### src/rtl/core/dfa_pkg.sv
// ----------------------------------------------------------------------------
// dfa_pkg
// Shared types, constants and index tables of the dipole field accumulator.
// ----------------------------------------------------------------------------
package dfa_pkg;

	localparam int unsigned FieldW = 48;
	localparam int unsigned CoordW = 32;
	localparam int unsigned AccSumW = 50;

	// 1/(4 pi) in Q0.32
	localparam logic [31:0] INV_FOUR_PI_Q32 = 32'd341782638;
	localparam logic [47:0] LIM_POS = 48'h7FFF_FFFF_FFFF;
	localparam logic [47:0] LIM_NEG = 48'h8000_0000_0000;
	localparam logic signed [7:0] SHIFT_BASE = 8'sd78;

	typedef enum logic [4:0] {
		OP_NOP,
		OP_LOAD,
		OP_PREP,
		OP_NORM,
		OP_SQ_MUL,
		OP_SQ_ADD,
		OP_SQRT_INIT,
		OP_SQRT_STEP,
		OP_DIV_INIT_P,
		OP_DIV_INIT_N,
		OP_DIV_STEP,
		OP_P_SAVE,
		OP_MUL_P2,
		OP_SAVE_P2,
		OP_MUL_P3,
		OP_SAVE_P3,
		OP_MUL_W,
		OP_SAVE_W,
		OP_AA_MUL,
		OP_N_SAVE,
		OP_T_MUL,
		OP_T_SAVE,
		OP_P_LO,
		OP_P_HI,
		OP_P_SUM,
		OP_ACC,
		OP_EMIT
	} dfa_op_t;

	typedef struct packed {
		dfa_op_t    op;
		logic [3:0] idx;
	} dfa_cmd_t;

	typedef struct packed {
		logic self_pair;
		logic zero_dist;
		logic norm_done;
		logic last;
		logic out_busy;
	} dfa_status_t;

	// unique tensor entries: (0,0) (0,1) (0,2) (1,1) (1,2) (2,2)
	function automatic logic [1:0] pair_row(input logic [2:0] p);
		logic [1:0] r;
		case (p)
			3'd0, 3'd1, 3'd2: r = 2'd0;
			3'd3, 3'd4: r = 2'd1;
			default: r = 2'd2;
		endcase
		return r;
	endfunction

	function automatic logic [1:0] pair_col(input logic [2:0] p);
		logic [1:0] c;
		case (p)
			3'd0: c = 2'd0;
			3'd1, 3'd3: c = 2'd1;
			default: c = 2'd2;
		endcase
		return c;
	endfunction

	function automatic logic pair_diag(input logic [2:0] p);
		logic d;
		case (p)
			3'd0, 3'd3, 3'd5: d = 1'b1;
			default: d = 1'b0;
		endcase
		return d;
	endfunction

	// term t = 3*i + j
	function automatic logic [1:0] term_row(input logic [3:0] t);
		logic [1:0] r;
		case (t)
			4'd0, 4'd1, 4'd2: r = 2'd0;
			4'd3, 4'd4, 4'd5: r = 2'd1;
			default: r = 2'd2;
		endcase
		return r;
	endfunction

	function automatic logic [1:0] term_col(input logic [3:0] t);
		logic [1:0] c;
		case (t)
			4'd0, 4'd3, 4'd6: c = 2'd0;
			4'd1, 4'd4, 4'd7: c = 2'd1;
			default: c = 2'd2;
		endcase
		return c;
	endfunction

	function automatic logic [2:0] term_pair(input logic [3:0] t);
		logic [2:0] p;
		case (t)
			4'd0: p = 3'd0;
			4'd1, 4'd3: p = 3'd1;
			4'd2, 4'd6: p = 3'd2;
			4'd4: p = 3'd3;
			4'd5, 4'd7: p = 3'd4;
			default: p = 3'd5;
		endcase
		return p;
	endfunction

endpackage

### src/rtl/core/dfa_ctrl.sv
// ----------------------------------------------------------------------------
// dfa_ctrl
// Sequencer: steps the datapath through normalize, sqrt, divides and terms.
// ----------------------------------------------------------------------------
module dfa_ctrl
	import dfa_pkg::*;
(
	input  logic        clk,
	input  logic        arst_n,
	input  logic        in_valid,
	output logic        in_ready,
	input  dfa_status_t status,
	output dfa_cmd_t    cmd
);

	typedef enum logic [10:0] {
		S_IDLE = 11'b000_0000_0001,
		S_PREP = 11'b000_0000_0010,
		S_NORM = 11'b000_0000_0100,
		S_SQ   = 11'b000_0000_1000,
		S_SQRT = 11'b000_0001_0000,
		S_PDIV = 11'b000_0010_0000,
		S_PW   = 11'b000_0100_0000,
		S_NDIV = 11'b000_1000_0000,
		S_TERM = 11'b001_0000_0000,
		S_ACC  = 11'b010_0000_0000,
		S_END  = 11'b100_0000_0000
	} state_t;

	state_t     state_q, state_d;
	logic [5:0] cnt_q, cnt_d;
	logic [3:0] idx_q, idx_d;

	assign in_ready = (state_q == S_IDLE);

	always_comb begin
		state_d = state_q;
		cnt_d = cnt_q + 6'd1;
		idx_d = idx_q;
		cmd.op = OP_NOP;
		cmd.idx = idx_q;
		case (state_q)
			S_IDLE: begin
				cnt_d = '0;
				idx_d = '0;
				if (in_valid) begin
					cmd.op = OP_LOAD;
					state_d = S_PREP;
				end
			end
			S_PREP: begin
				cmd.op = OP_PREP;
				cnt_d = '0;
				if (status.self_pair || status.zero_dist) state_d = S_END;
				else state_d = S_NORM;
			end
			S_NORM: begin
				cnt_d = '0;
				if (status.norm_done) state_d = S_SQ;
				else cmd.op = OP_NORM;
			end
			S_SQ: begin
				cmd.idx = {2'b00, cnt_q[2:1]};
				cmd.op = cnt_q[0] ? OP_SQ_ADD : OP_SQ_MUL;
				if (cnt_q == 6'd5) begin
					cnt_d = '0;
					state_d = S_SQRT;
				end
			end
			S_SQRT: begin
				cmd.op = (cnt_q == '0) ? OP_SQRT_INIT : OP_SQRT_STEP;
				if (cnt_q == 6'd32) begin
					cnt_d = '0;
					state_d = S_PDIV;
				end
			end
			S_PDIV: begin
				if (cnt_q == '0) cmd.op = OP_DIV_INIT_P;
				else if (cnt_q == 6'd33) cmd.op = OP_P_SAVE;
				else cmd.op = OP_DIV_STEP;
				if (cnt_q == 6'd33) begin
					cnt_d = '0;
					state_d = S_PW;
				end
			end
			S_PW: begin
				case (cnt_q[2:0])
					3'd0: cmd.op = OP_MUL_P2;
					3'd1: cmd.op = OP_SAVE_P2;
					3'd2: cmd.op = OP_MUL_P3;
					3'd3: cmd.op = OP_SAVE_P3;
					3'd4: cmd.op = OP_MUL_W;
					default: cmd.op = OP_SAVE_W;
				endcase
				if (cnt_q == 6'd5) begin
					cnt_d = '0;
					idx_d = '0;
					state_d = S_NDIV;
				end
			end
			S_NDIV: begin
				if (cnt_q == '0) cmd.op = OP_AA_MUL;
				else if (cnt_q == 6'd1) cmd.op = OP_DIV_INIT_N;
				else if (cnt_q == 6'd34) cmd.op = OP_N_SAVE;
				else cmd.op = OP_DIV_STEP;
				if (cnt_q == 6'd34) begin
					cnt_d = '0;
					idx_d = idx_q + 4'd1;
					if (idx_q == 4'd5) begin
						idx_d = '0;
						state_d = S_TERM;
					end
				end
			end
			S_TERM: begin
				case (cnt_q[2:0])
					3'd0: cmd.op = OP_T_MUL;
					3'd1: cmd.op = OP_T_SAVE;
					3'd2: cmd.op = OP_P_LO;
					3'd3: cmd.op = OP_P_HI;
					default: cmd.op = OP_P_SUM;
				endcase
				if (cnt_q == 6'd4) begin
					cnt_d = '0;
					idx_d = idx_q + 4'd1;
					if (idx_q == 4'd8) state_d = S_ACC;
				end
			end
			S_ACC: begin
				cmd.op = OP_ACC;
				state_d = S_END;
			end
			S_END: begin
				if (!status.last) state_d = S_IDLE;
				else if (!status.out_busy) begin
					cmd.op = OP_EMIT;
					state_d = S_IDLE;
				end
			end
			default: state_d = S_IDLE;
		endcase
	end

	always_ff @(posedge clk or negedge arst_n) begin
		if (!arst_n) begin
			state_q <= S_IDLE;
			cnt_q <= '0;
			idx_q <= '0;
		end else begin
			state_q <= state_d;
			cnt_q <= cnt_d;
			idx_q <= idx_d;
		end
	end

endmodule

### config.mk
export PLATFORM = sky130hd
export DESIGN_NAME = dfa_ctrl
export DESIGN_NICKNAME = d
export VERILOG_FILES = /design/src/rtl/core/dfa_pkg.sv /design/src/rtl/core/dfa_ctrl.sv
export SDC_FILE = /design/constraint.sdc
export NUM_CORES = 1
export LEC_CHECK = 0
export ABC_CLOCK_PERIOD_IN_PS = 5000
export BUFFER_PORTS_ARGS = -buffer_cell sky130_fd_sc_hd__clkbuf_2
export CAP_MARGIN = 10
export CORE_MARGIN = 1
export CORE_UTILIZATION = 44
export DETAILED_ROUTE_END_ITERATION = 12
export HOLD_SLACK_MARGIN = 0.08
export PLACE_DENSITY = 0.71
export SLEW_MARGIN = 20
export SYNTH_ARGS = -nofsm -noshare
export SYNTH_HDL_FRONTEND = slang
export SYNTH_SLANG_ARGS = --single-unit
### constraint.sdc
create_clock -name clk -period 5 [get_ports clk]
set_input_delay 0.5 -clock clk [delete_from_list [all_inputs] [get_ports clk]]
set_output_delay 0.5 -clock clk [all_outputs]
set_load 0.02 [all_outputs]
# After elaboration in Yosys (flattened, before gate mapping)
# Cells that the tools add are included.
[totals]
ff_bits = 21
latchBits = 0
ramBits = 0
mem_bits_ro = 0
in_bits = 8
output_inout_bits = 10
mem_count = 0
[classes]
add_sub_neg = 2
multipliers = 0
div_mod_pow = 0
magnitude_cmp = 0
eq_ne = 34
n_shift = 0
muxes = 40
bitwise = 0
reduce_logical = 8
[op_table]
columns = ["op", "n"]
rows = [
  ["2-to-1 mux 11 bit", 13],
  ["case mux 11 bit (11 select lines)", 1],
  ["case mux 5 bit (11 select lines)", 1],
  ["case mux 6 bit (6 select lines)", 1],
  ["case mux 4 bit (4 select lines)", 2],
  ["2-to-1 mux 6 bit", 5],
  ["2-to-1 mux 5 bit", 5],
  ["case mux 5 bit (5 select lines)", 1],
  ["2-to-1 mux 4 bit", 5],
  ["!= test 2 bit, second input constant", 10],
  ["== test 6 bit, second input constant", 3],
  ["== test 6 x 3 -> 1 bit, second input constant", 2],
  ["== test 11 x 1 -> 1 bit, second input constant", 1],
  ["== test 11 x 10 -> 1 bit, second input constant", 1],
  ["== test 11 bit, second input constant", 1],
  ["== test 11 x 2 -> 1 bit, second input constant", 1],
  ["== test 11 x 3 -> 1 bit, second input constant", 1],
  ["== test 11 x 4 -> 1 bit, second input constant", 1],
  ["== test 11 x 5 -> 1 bit, second input constant", 1],
  ["== test 11 x 6 -> 1 bit, second input constant", 1],
  ["== test 11 x 7 -> 1 bit, second input constant", 1],
  ["== test 11 x 8 -> 1 bit, second input constant", 1],
  ["== test 11 x 9 -> 1 bit, second input constant", 1],
  ["AND reduction 11 bit", 1],
  ["18 further kinds", 23],
]

# Logic depth before layout (Yosys ltp)
# Gate-level depths: netlist of run 1.
[logic_depth]
depth_word = 5
mapped_depth = 9
mapped_depth_nobuf = 8

# Least setup slack after synthesis of run 1
# OpenSTA, ideal clock, no wires.
[synth_timing]
path_kind = "register to output"
start = "register cnt_q[0]"
end = "output cmd[5] (netlist name)"
t_arrival_ps = 2006
required_ps = 4500
slack_ps = 2494
path_stages_with_launch = 9
n_path_buf = 0
path_cell_list = "dfrtp_1 -> inv_1 -> ha_1 -> or3_1 -> or2_2 -> mux2i_1 -> nor2_1 -> nor2_1 -> o2111ai_1"
[synth_lines]
columns = ["element", "line_no", "text"]
rows = [
  ["start, declared", "dfa_ctrl.sv:31", "logic [5:0] cnt_q, cnt_d;"],
  ["start signal, assigned", "dfa_ctrl.sv:151", "cnt_q <= cnt_d;"],
  ["end, declared", "dfa_ctrl.sv:13", "output dfa_cmd_t cmd"],
]

==> results of run 1 <==
## cells by family (layout without fill, tap and decap cells)
| logic type | count (synthesis) | count (layout) | share of synthesized area |
|---|---|---|---|
| and+or+nand+nor | 100 | 100 | 0.345 |
| AOI/OAI and AO/OA | 46 | 46 | 0.183 |
| DFF | 21 | 21 | 0.300 |
| buffers and inverters | 18 | 30 | 0.0627 |
| adders and majority gates | 9 | 9 | 0.0641 |
| xor gates and xnor gates | 5 | 5 | 0.0249 |
| muxes | 3 | 3 | 0.0200 |
## through the flow
stage          instance area, sq um  utilization  power (mW)  std cells  worst slack [ns]
2_1_floorplan                  1760            -       0.501        202              2.49
3_3_place_gp                   1820        0.487       0.579        258              2.37
3_5_place_dp                   1820        0.487       0.576        258              2.30
4_1_cts                        1870        0.499       0.693        262              2.00
5_1_grt                        1870        0.499       0.743        262              1.80
6_report                       1870        0.499       0.691        262              2.00
## per-layer routing
layer / global-route usage / vias to the layer above / wire (microns)
li1: - / 764 / -
met4: 0.0516 / 0 / 61
met2: 0.325 / 47 / 1870
met5: 0 / - / 0
met3: 0.0295 / 11 / 213
met1: 0.288 / 711 / 1870
## synthesized netlist by cell type, types with 3 or more instances
library cell	instances
or3_1	3
nand4_1	3
o22ai_1	3
nor2_1	19
nor2b_1	6
xor2_1	4
a21oi_1	8
nor3_1	3
ha_1	9
nand3_1	10
o2111ai_1	3
nor4b_1	3
nand3b_1	3
o21ai_0	16
inv_1	8
dfrtp_1	20
nand2_1	23
buf_6	3
nor4_1	4
buf_4	4
## registers in the layout, summed over array words and instances, names as in the netlist
register,count
cnt_q,6
idx_q,4
state_q,11
## final cells by class
cell class                 count  share of cell area
timing repair buffer          17              0.0455
clock buffer                   4              0.0241
multi-input combinational    163               0.598
sequential                    21               0.282
inverter                       9              0.0181
tap                           48              0.0321
## report_power, final
part | switching (mW) | internal (mW) | leakage [nW]
combinational | 0.222 | 0.126 | 0.515
sequential | 0.0327 | 0.195 | 0.286
clock | 0.0588 | 0.0570 | 0.0228
total | 0.313 | 0.377 | 0.824
## final timing paths
| check | endpoint | startpoint | slack, ns | cells past startpoint |
|---|---|---|---|---|
| setup reg to reg | state_q[8] | state_q[3] | 2.54 | 6 |
| hold reg to reg | cnt_q[0] | cnt_q[0] | 0.52 | 1 |
| setup / recovery | cmd[5] | cnt_q[0] | 2.00 | 9 |
| min in group clk | state_q[2] | status[3] | 0.42 | 2 |
| max in group asynchronous | state_q[0] | arst_n | 4.43 | 1 |
| hold / removal | state_q[4] | arst_n | 0.20 | 1 |
==> impl_metrics.py, run 1 <==
metrics = {
    "cells_and_area": {
        "fill_cells": 384,
        "drive_gt1_frac": 0.192,
        "fin_nets": 232,
        "layout_common_cells": "nand2_1, dfrtp_1, nor2_1",
        "final_common_cell": "nand2_1",
        "area_growth_pct": 6.49,
        "multiInputGateArea_sq_mm": 0.00112,
        "diodes": 0,
        "seq_area_sq_um": 527,
    },
    "placement": {
        "dp_hpwl_microns": 3080,
        "gp_congestion": 0.912,
        "io_buffers": 17,
    },
    "timing": {
        "fin_setup_tns_ns": 0,
        "period_share": 0.599,
        "final_max_slew_viol_count": 0,
        "setup_viol": 0,
        "rsz0062_at_grt": "false",
        "hold_ws_ns": 0.201,
        "period_needed_ns": 3.00,
        "hold_viol_final": 0,
        "fmax_mhz": 334,
        "worst_pin_slew_ns": 0.580,
        "max_slew_margin": 0.603,
        "skew_ns": 0.00334,
    },
    "floorplanning": {
        "dieArea_sq_mm": 0.00425,
        "initial_core_util": 0.469,
        "rows": 22,
        "die_x_microns": 65.2,
        "core_sq_mm": 0.00374,
        "die_y_microns": 65.2,
        "ios": 18,
    },
    "logic_synthesis": {
        "ys_seq_elements": 21,
        "syn_nets": 219,
        "synth-main-ff-cell": "dfrtp_1",
        "synthCells": 202,
        "yosysWarnings": 0,
        "yosysSeqAreaShare": 0.300,
        "ys_types": 59,
        "synth_edf_count": 0,
        "yosys.area.top_type_share": 0.285,
        "synth.area.top_cells": "dfrtp_1, ha_1, nand2_1",
        "avgSynthCellArea_sq_um": 8.69,
        "async_reset_ff_frac": 1.00,
        "mappedNetlistArea_sq_mm": 0.00176,
        "yosysTopAreaCell": "dfrtp_1",
    },
    "clock_tree": {
        "tritoncts": "yes",
        "holdBufCountCts": 0,
        "cts_root_buffer": "clkbuf_8",
        "insertion_delay_ns": 0.27,
        "cts_repair_resize_count": 0,
        "post_cts_buffers": 0,
        "cts_max_level": 1,
        "cts_made_buffers": 3,
        "path_clk_slew_ns": 0.08,
        "clkSinkCount": 21,
        "cts_buffer_depth": 2,
    },
    "critical_path": {
        "cp.buffers_inverters": 2,
        "path_class": "reg2out",
        "path_max_fanout": 6,
        "cp_data_arrival_time_ns": 2.50,
        "critPathLaunchType": "register",
        "cp.required_ns": 4.50,
        "slowest_delay_ns": 0.42,
        "crit_path_end_kind": "output port",
        "crit_family": "simple AND/OR/NAND/NOR gates",
        "cpMostUsedCell": "nor2_1",
        "slowest_stage": "dfrtp_1",
        "crit_chain": "inv_1 -> ha_1 -> or3_1 -> or2_2 -> mux2i_1 -> nor2_1 -> nor2_1 -> o2111ai_1 -> clkbuf_2",
    },
    "detailed_routing": {
        "totalWireLength_microns": 4020,
        "drc": 0,
        "num_vias": 1533,
        "drt_pre_antenna_iters": 4,
        "drtAntennaViolNets": 0,
        "wl_per_cell_microns": 15.3,
        "viasPerCell": 5.85,
        "drt-initial-drc-count": 90,
    },
    "power_and_ir_drop": {
        "peakVddDrop_uv": 164,
        "p_per_area_mw_per_mm2": 369,
        "leakage_nw": 0.824,
    },
    "grt": {
        "grt_pass1_vias": 1396,
        "grt_pass1_wl_microns": 6670,
        "grt_usage": 0.203,
        "grt_start_max_net_pins": 22,
        "grt-ovfl-total": 0,
        "antenna_found_initial": 0,
    },
    "flow_run": {
        "drv_cap": 0,
    },
    "min_path": {
        "min_path_type": "in2async",
    },
    "run_status": {
        "outcome": "complete, no violations",
    },
}
Power figures use the tool's default switching activity.
==> run 2, diff against run 1 <==
--- a/config.mk
+++ b/config.mk
@@ -5,14 +5,14 @@
 export SDC_FILE = /design/constraint.sdc
 export NUM_CORES = 1
 export LEC_CHECK = 0
-export ABC_CLOCK_PERIOD_IN_PS = 5000
+export ABC_CLOCK_PERIOD_IN_PS = 2600
 export BUFFER_PORTS_ARGS = -buffer_cell sky130_fd_sc_hd__clkbuf_2
 export CAP_MARGIN = 10
 export CORE_MARGIN = 1
 export CORE_UTILIZATION = 44
 export DETAILED_ROUTE_END_ITERATION = 12
 export HOLD_SLACK_MARGIN = 0.08
-export PLACE_DENSITY = 0.71
+export PLACE_DENSITY = 0.74
 export SLEW_MARGIN = 20
 export SYNTH_ARGS = -nofsm -noshare
 export SYNTH_HDL_FRONTEND = slang
==> constraint.sdc (replaced) <==
create_clock -name clk -period 2.6 [get_ports clk]
set_input_delay 0.26 -clock clk [delete_from_list [all_inputs] [get_ports clk]]
set_output_delay 0.26 -clock clk [all_outputs]
set_load 0.02 [all_outputs]
==> run 2 against run 1 <==
  * Global-route usage increased by 1.8 points
  * Register-to-register slack got worse by 2.3 ns
  * Cell count up 5.7%
  * Via count rose by 6.5%
  * Die area unchanged
  * Sequential share of layout area is 2.5 points lower
  * Final area up 12%
  * Flip-flop and latch count stayed put
  * Sequential power is 100% higher
==> impl_metrics.py, run 2 (same netlist as run 1, synthesis figures left out) <==
metrics = {
    "run_status": {
        "outcome": "complete, no violations",
    },
    "clock_tree": {
        "cts_root_buffer": "clkbuf_8",
        "cts_max_level": 1,
        "insertion_delay_ns": 0.27,
        "path_clk_slew_ns": 0.08,
        "cts_made_buffers": 3,
        "tritoncts": "yes",
        "clkSinkCount": 21,
        "cts_buffer_depth": 2,
    },
    "timing": {
        "period_share": 0.981,
        "skew_ns": 0.00380,
        "max_slew_margin": 0.611,
        "timing.final.ws_setup_ns": 0.0485,
        "hold_ws_ns": 0.174,
        "period_needed_ns": 2.55,
        "rsz0062_at_grt": "true",
        "fmax_mhz": 392,
        "fin_setup_tns_ns": 0,
        "setup_viol": 0,
        "hold_viol_final": 0,
        "worst_pin_slew_ns": 0.569,
        "final_max_slew_viol_count": 0,
    },
    "grt": {
        "grt_pass1_vias": 1503,
        "grt-ovfl-total": 0,
        "antenna_found_initial": 0,
        "grt_usage": 0.222,
        "grt_pass1_wl_microns": 7200,
        "grt_start_max_net_pins": 22,
    },
    "detailed_routing": {
        "wl_per_cell_microns": 16.3,
        "drt-initial-drc-count": 108,
        "drtAntennaViolNets": 0,
        "drc": 0,
        "num_vias": 1633,
        "drt_pre_antenna_iters": 4,
        "totalWireLength_microns": 4530,
        "viasPerCell": 5.90,
    },
    "flow_run": {
        "drv_cap": 0,
    },
    "critical_path": {
        "critPathLaunchType": "register",
        "crit_path_end_kind": "output port",
        "path_max_fanout": 7,
        "cp.required_ns": 2.34,
        "path_class": "reg2out",
        "cp_data_arrival_time_ns": 2.29,
    },
    "cells_and_area": {
        "fin_nets": 247,
        "final_util": 0.558,
        "area_growth_pct": 19.0,
        "fill_cells": 370,
        "final_cells": 277,
        "top_register": "state_q",
        "multiInputGateArea_sq_mm": 0.00120,
        "largest_reg_flops": 11,
        "layout_common_cells": "nand2_1, nor2_1, buf_4",
        "largestRegisters": "state_q: 11 flops, cnt_q: 6 flops, idx_q: 4 flops",
        "final_common_cell": "nand2_1",
        "stdcell_area_sq_mm": 0.00209,
        "drive_gt1_frac": 0.336,
        "seq_area_sq_um": 536,
        "diodes": 0,
    },
    "placement": {
        "placed_cell_area_sq_mm": 0.00185,
        "placed_cells": 261,
        "dp_hpwl_microns": 3210,
        "gp_congestion": 0.921,
        "place_ws_ns": 0.160,
        "io_buffers": 17,
    },
    "power_and_ir_drop": {
        "power_mw": 1.58,
        "p_per_area_mw_per_mm2": 755,
        "peakVddDrop_uv": 478,
        "leakage_nw": 0.897,
    },
    "floorplanning": {
        "initial_core_util": 0.469,
        "die_y_microns": 65.2,
        "rows": 22,
        "ios": 18,
        "dieArea_sq_mm": 0.00425,
        "die_x_microns": 65.2,
        "core_sq_mm": 0.00374,
    },
    "min_path": {
        "min_path_type": "in2reg",
    },
}
## run 2: cell count changes in the layout (fill, tap and decap cells not counted), sizes merged
| cell | before | now |
|---|---|---|
| buf | 0 | 18 |
| clkbuf | 21 | 17 |
| dlygate4sd3 | 0 | 1 |
## run 2: area by class of cell
class                   instances  area share
well taps                      48      0.0288
flip-flops and latches         21       0.256
multi-input cells             163       0.575
repair buffers                 32       0.101
inverters                       9      0.0174
clock buffers                   4      0.0216
## run 2: metal layers
metal	wire, microns	share of wire	vias up	track usage
li1	-	-	793	-
met1	1970	0.44	777	0.290
met2	2210	0.49	51	0.371
met3	222	0.049	12	0.0278
met4	117	0.026	0	0.0842
met5	0	0	-	0
## run 2: timing repair
| action | CTS | global route |
|---|---|---|
| gates cloned | 0 | 0 |
| buffers inserted | 7 | 4 |
| pin swaps | 3 | 6 |
| hold buffers | 1 | 0 |
| resized for setup | 11 | 26 |
| setup endpoints to repair | 4 | 4 |
| endpoints found under the hold margin | 20 | 0 |
## run 2: worst paths after layout
kind | endpoint | cells after the start | start | slack [ns]
min in group asynchronous | state_q[8] | 2 | arst_n | 0.50
setup reg to reg | state_q[8] | 7 | state_q[3] | 0.24
max in group asynchronous | cnt_q[0] | 2 | arst_n | 1.71
hold / removal | state_q[2] | 2 | status[4] | 0.17
setup / recovery | cmd[6] | 6 | state_q[3] | 0.05
hold reg to reg | idx_q[3] | 1 | idx_q[3] | 0.53
## run 2: report_power, final
| part | total (mW) | internal (mW) | switching (mW) |
|---|---|---|---|
| sequential | 0.454 | 0.377 | 0.0766 |
| clock | 0.225 | 0.110 | 0.115 |
| combinational | 0.897 | 0.393 | 0.504 |
| total | 1.58 | 0.880 | 0.696 |
## run 2: critical path, stage by stage (launching register included)
cell and delay (ns):
dfrtp_1 0.47, or4_4 0.54, or3_4 0.41, nor2_2 0.13, nor2_2 0.06, o211ai_1 0.22, buf_4 0.18
==> run 3, diff against run 2 <==
==> constraint.sdc (replaced) <==
create_clock -name clk -period 2.6 [get_ports clk]
set_input_delay 0.52 -clock clk [delete_from_list [all_inputs] [get_ports clk]]
set_output_delay 0.52 -clock clk [all_outputs]
set_load 0.02 [all_outputs]
==> run 3 against run 2 <==
  * Clock power down 2%
  * The flow now finishes with violations (negative setup slack)
  * Highest routed layer unchanged
  * Clock skew grew 0.0054 ns
  * Flip-flop and latch count stayed put
  * Critical endpoint is now cmd[7]
==> impl_metrics.py, run 3 (same netlist as run 1, synthesis figures left out) <==
metrics = {
    "cells_and_area": {
        "largest_reg_flops": 11,
        "stdcell_area_sq_mm": 0.00232,
        "top_register": "state_q",
        "area_growth_pct": 32.2,
        "drive_gt1_frac": 0.426,
        "fin_nets": 269,
        "final_common_cell": "buf_4",
        "layout_common_cells": "buf_4, nand2_1, dfrtp_1",
        "largestRegisters": "state_q: 11 flops, cnt_q: 6 flops, idx_q: 4 flops",
        "diodes": 0,
    },
    "critical_path": {
        "path_class": "reg2out",
        "cp.depth": 9,
        "slowest_delay_ns": 0.39,
        "r2r_cells": 8,
        "ff2ff_setup_slack_ns": 0.17,
        "cp-startpoint": "cnt_q[1]",
        "slowest_stage": "dfrtp_1",
        "critPathLaunchType": "register",
        "reg2reg_from": "state_q[10]",
        "crit_family": "simple AND/OR/NAND/NOR gates",
        "crit_chain": "inv_2 -> ha_2 -> or3_4 -> or2_4 -> mux2i_4 -> nor2_4 -> mux2i_1 -> nand4_1 -> buf_4",
        "crit_path_end_kind": "output port",
        "cp.required_ns": 2.08,
        "cp.buffers_inverters": 2,
        "path_max_fanout": 3,
        "cp_data_arrival_time_ns": 2.24,
        "worstReg2RegEnd": "state_q[8]",
    },
    "timing": {
        "worst_pin_slew_ns": 0.641,
        "period_needed_ns": 2.76,
        "skew_ns": 0.00918,
        "rsz0062_at_grt": "true",
        "hold_ws_ns": 0.230,
        "fmax_mhz": 362,
        "period_share": 1.06,
        "setup_viol": 4,
        "final_max_slew_viol_count": 0,
        "max_slew_margin": 0.562,
        "timing.final.ws_setup_ns": -0.162,
        "hold_viol_final": 0,
    },
    "grt": {
        "grt_pass1_vias": 1692,
        "grt_usage": 0.243,
        "antenna_found_initial": 0,
        "grt_pass1_wl_microns": 7910,
        "grt_start_max_net_pins": 22,
        "grt-ovfl-total": 0,
    },
    "detailed_routing": {
        "drc": 0,
        "drt_pre_antenna_iters": 4,
        "wl_per_cell_microns": 16.4,
        "totalWireLength_microns": 4910,
        "drtAntennaViolNets": 0,
        "viasPerCell": 5.77,
        "drt-initial-drc-count": 77,
        "num_vias": 1726,
    },
    "power_and_ir_drop": {
        "leakage_nw": 1.04,
        "peakVddDrop_uv": 448,
        "p_per_area_mw_per_mm2": 739,
    },
    "clock_tree": {
        "cts_buffer_depth": 2,
        "tritoncts": "yes",
        "clkSinkCount": 21,
        "insertion_delay_ns": 0.27,
        "cts_root_buffer": "clkbuf_8",
        "cts_made_buffers": 3,
        "path_clk_slew_ns": 0.08,
        "holdBufCountCts": 0,
        "cts_max_level": 1,
    },
    "placement": {
        "io_buffers": 17,
        "gp_congestion": 0.895,
        "placed_cell_area_sq_mm": 0.00201,
        "dp_hpwl_microns": 3520,
    },
    "floorplanning": {
        "dieArea_sq_mm": 0.00425,
        "core_sq_mm": 0.00374,
        "ios": 18,
        "initial_core_util": 0.469,
        "rows": 22,
        "die_y_microns": 65.2,
        "die_x_microns": 65.2,
    },
    "run_status": {
        "outcome": "complete, but fails checks",
        "violations": "negative setup slack",
    },
    "min_path": {
        "min_path_type": "in2async",
    },
    "flow_run": {
        "drv_cap": 0,
    },
}
[run 3: per-layer routing]
layer  up-vias  GRT usage  wire (microns)
met2        41      0.415            2530
met5         -          0               0
li1        849          -               -
met4         0     0.0842             107
met3        10     0.0330             154
met1       826      0.314            2120
[run 3: power breakdown]
group          internal, mW  switching [mW]
Sequential            0.375          0.0482
Clock                 0.109           0.111
Combinational         0.482           0.590
Total                 0.967           0.749
[run 3: metrics by stage]
stage          std cells  setup slack (ns)  power, mW  setup TNS, ns   util
3_3_place_gp         283            0.0793       1.25              0  0.537
2_1_floorplan        202            0.0739      0.963              0      -
5_1_grt              299            -0.232       1.82         -0.842  0.620
3_5_place_dp         283          -0.00913       1.26       -0.00913  0.537
4_1_cts              293            -0.176       1.57         -0.536  0.574
6_report             299            -0.162       1.72         -0.464  0.620
[run 3: layout make-up]
type                       count  area [sq um]
timing repair buffer          54           395
clock buffer                   4          45.0
sequential                    21           528
inverter                       9          33.8
fill                         342          1420
multi-input combinational    163          1260
tap                           48          60.1
[run 3: worst max-delay path by stage]
stage,slack (ns),endpoint
2_1_floorplan,0.07,cmd[5]
3_3_place_gp,0.08,cmd[5]
3_5_place_dp,-0.009,cmd[5]
4_1_cts,-0.18,cmd[5]
5_1_grt,-0.23,cmd[7]
6_report,-0.16,cmd[7]
[run 3: timing repair]
item	4_1_cts	5_1_grt
setup buffers	6	6
pin swaps	9	11
resized for setup	17	41
setup endpoints to repair	7	7
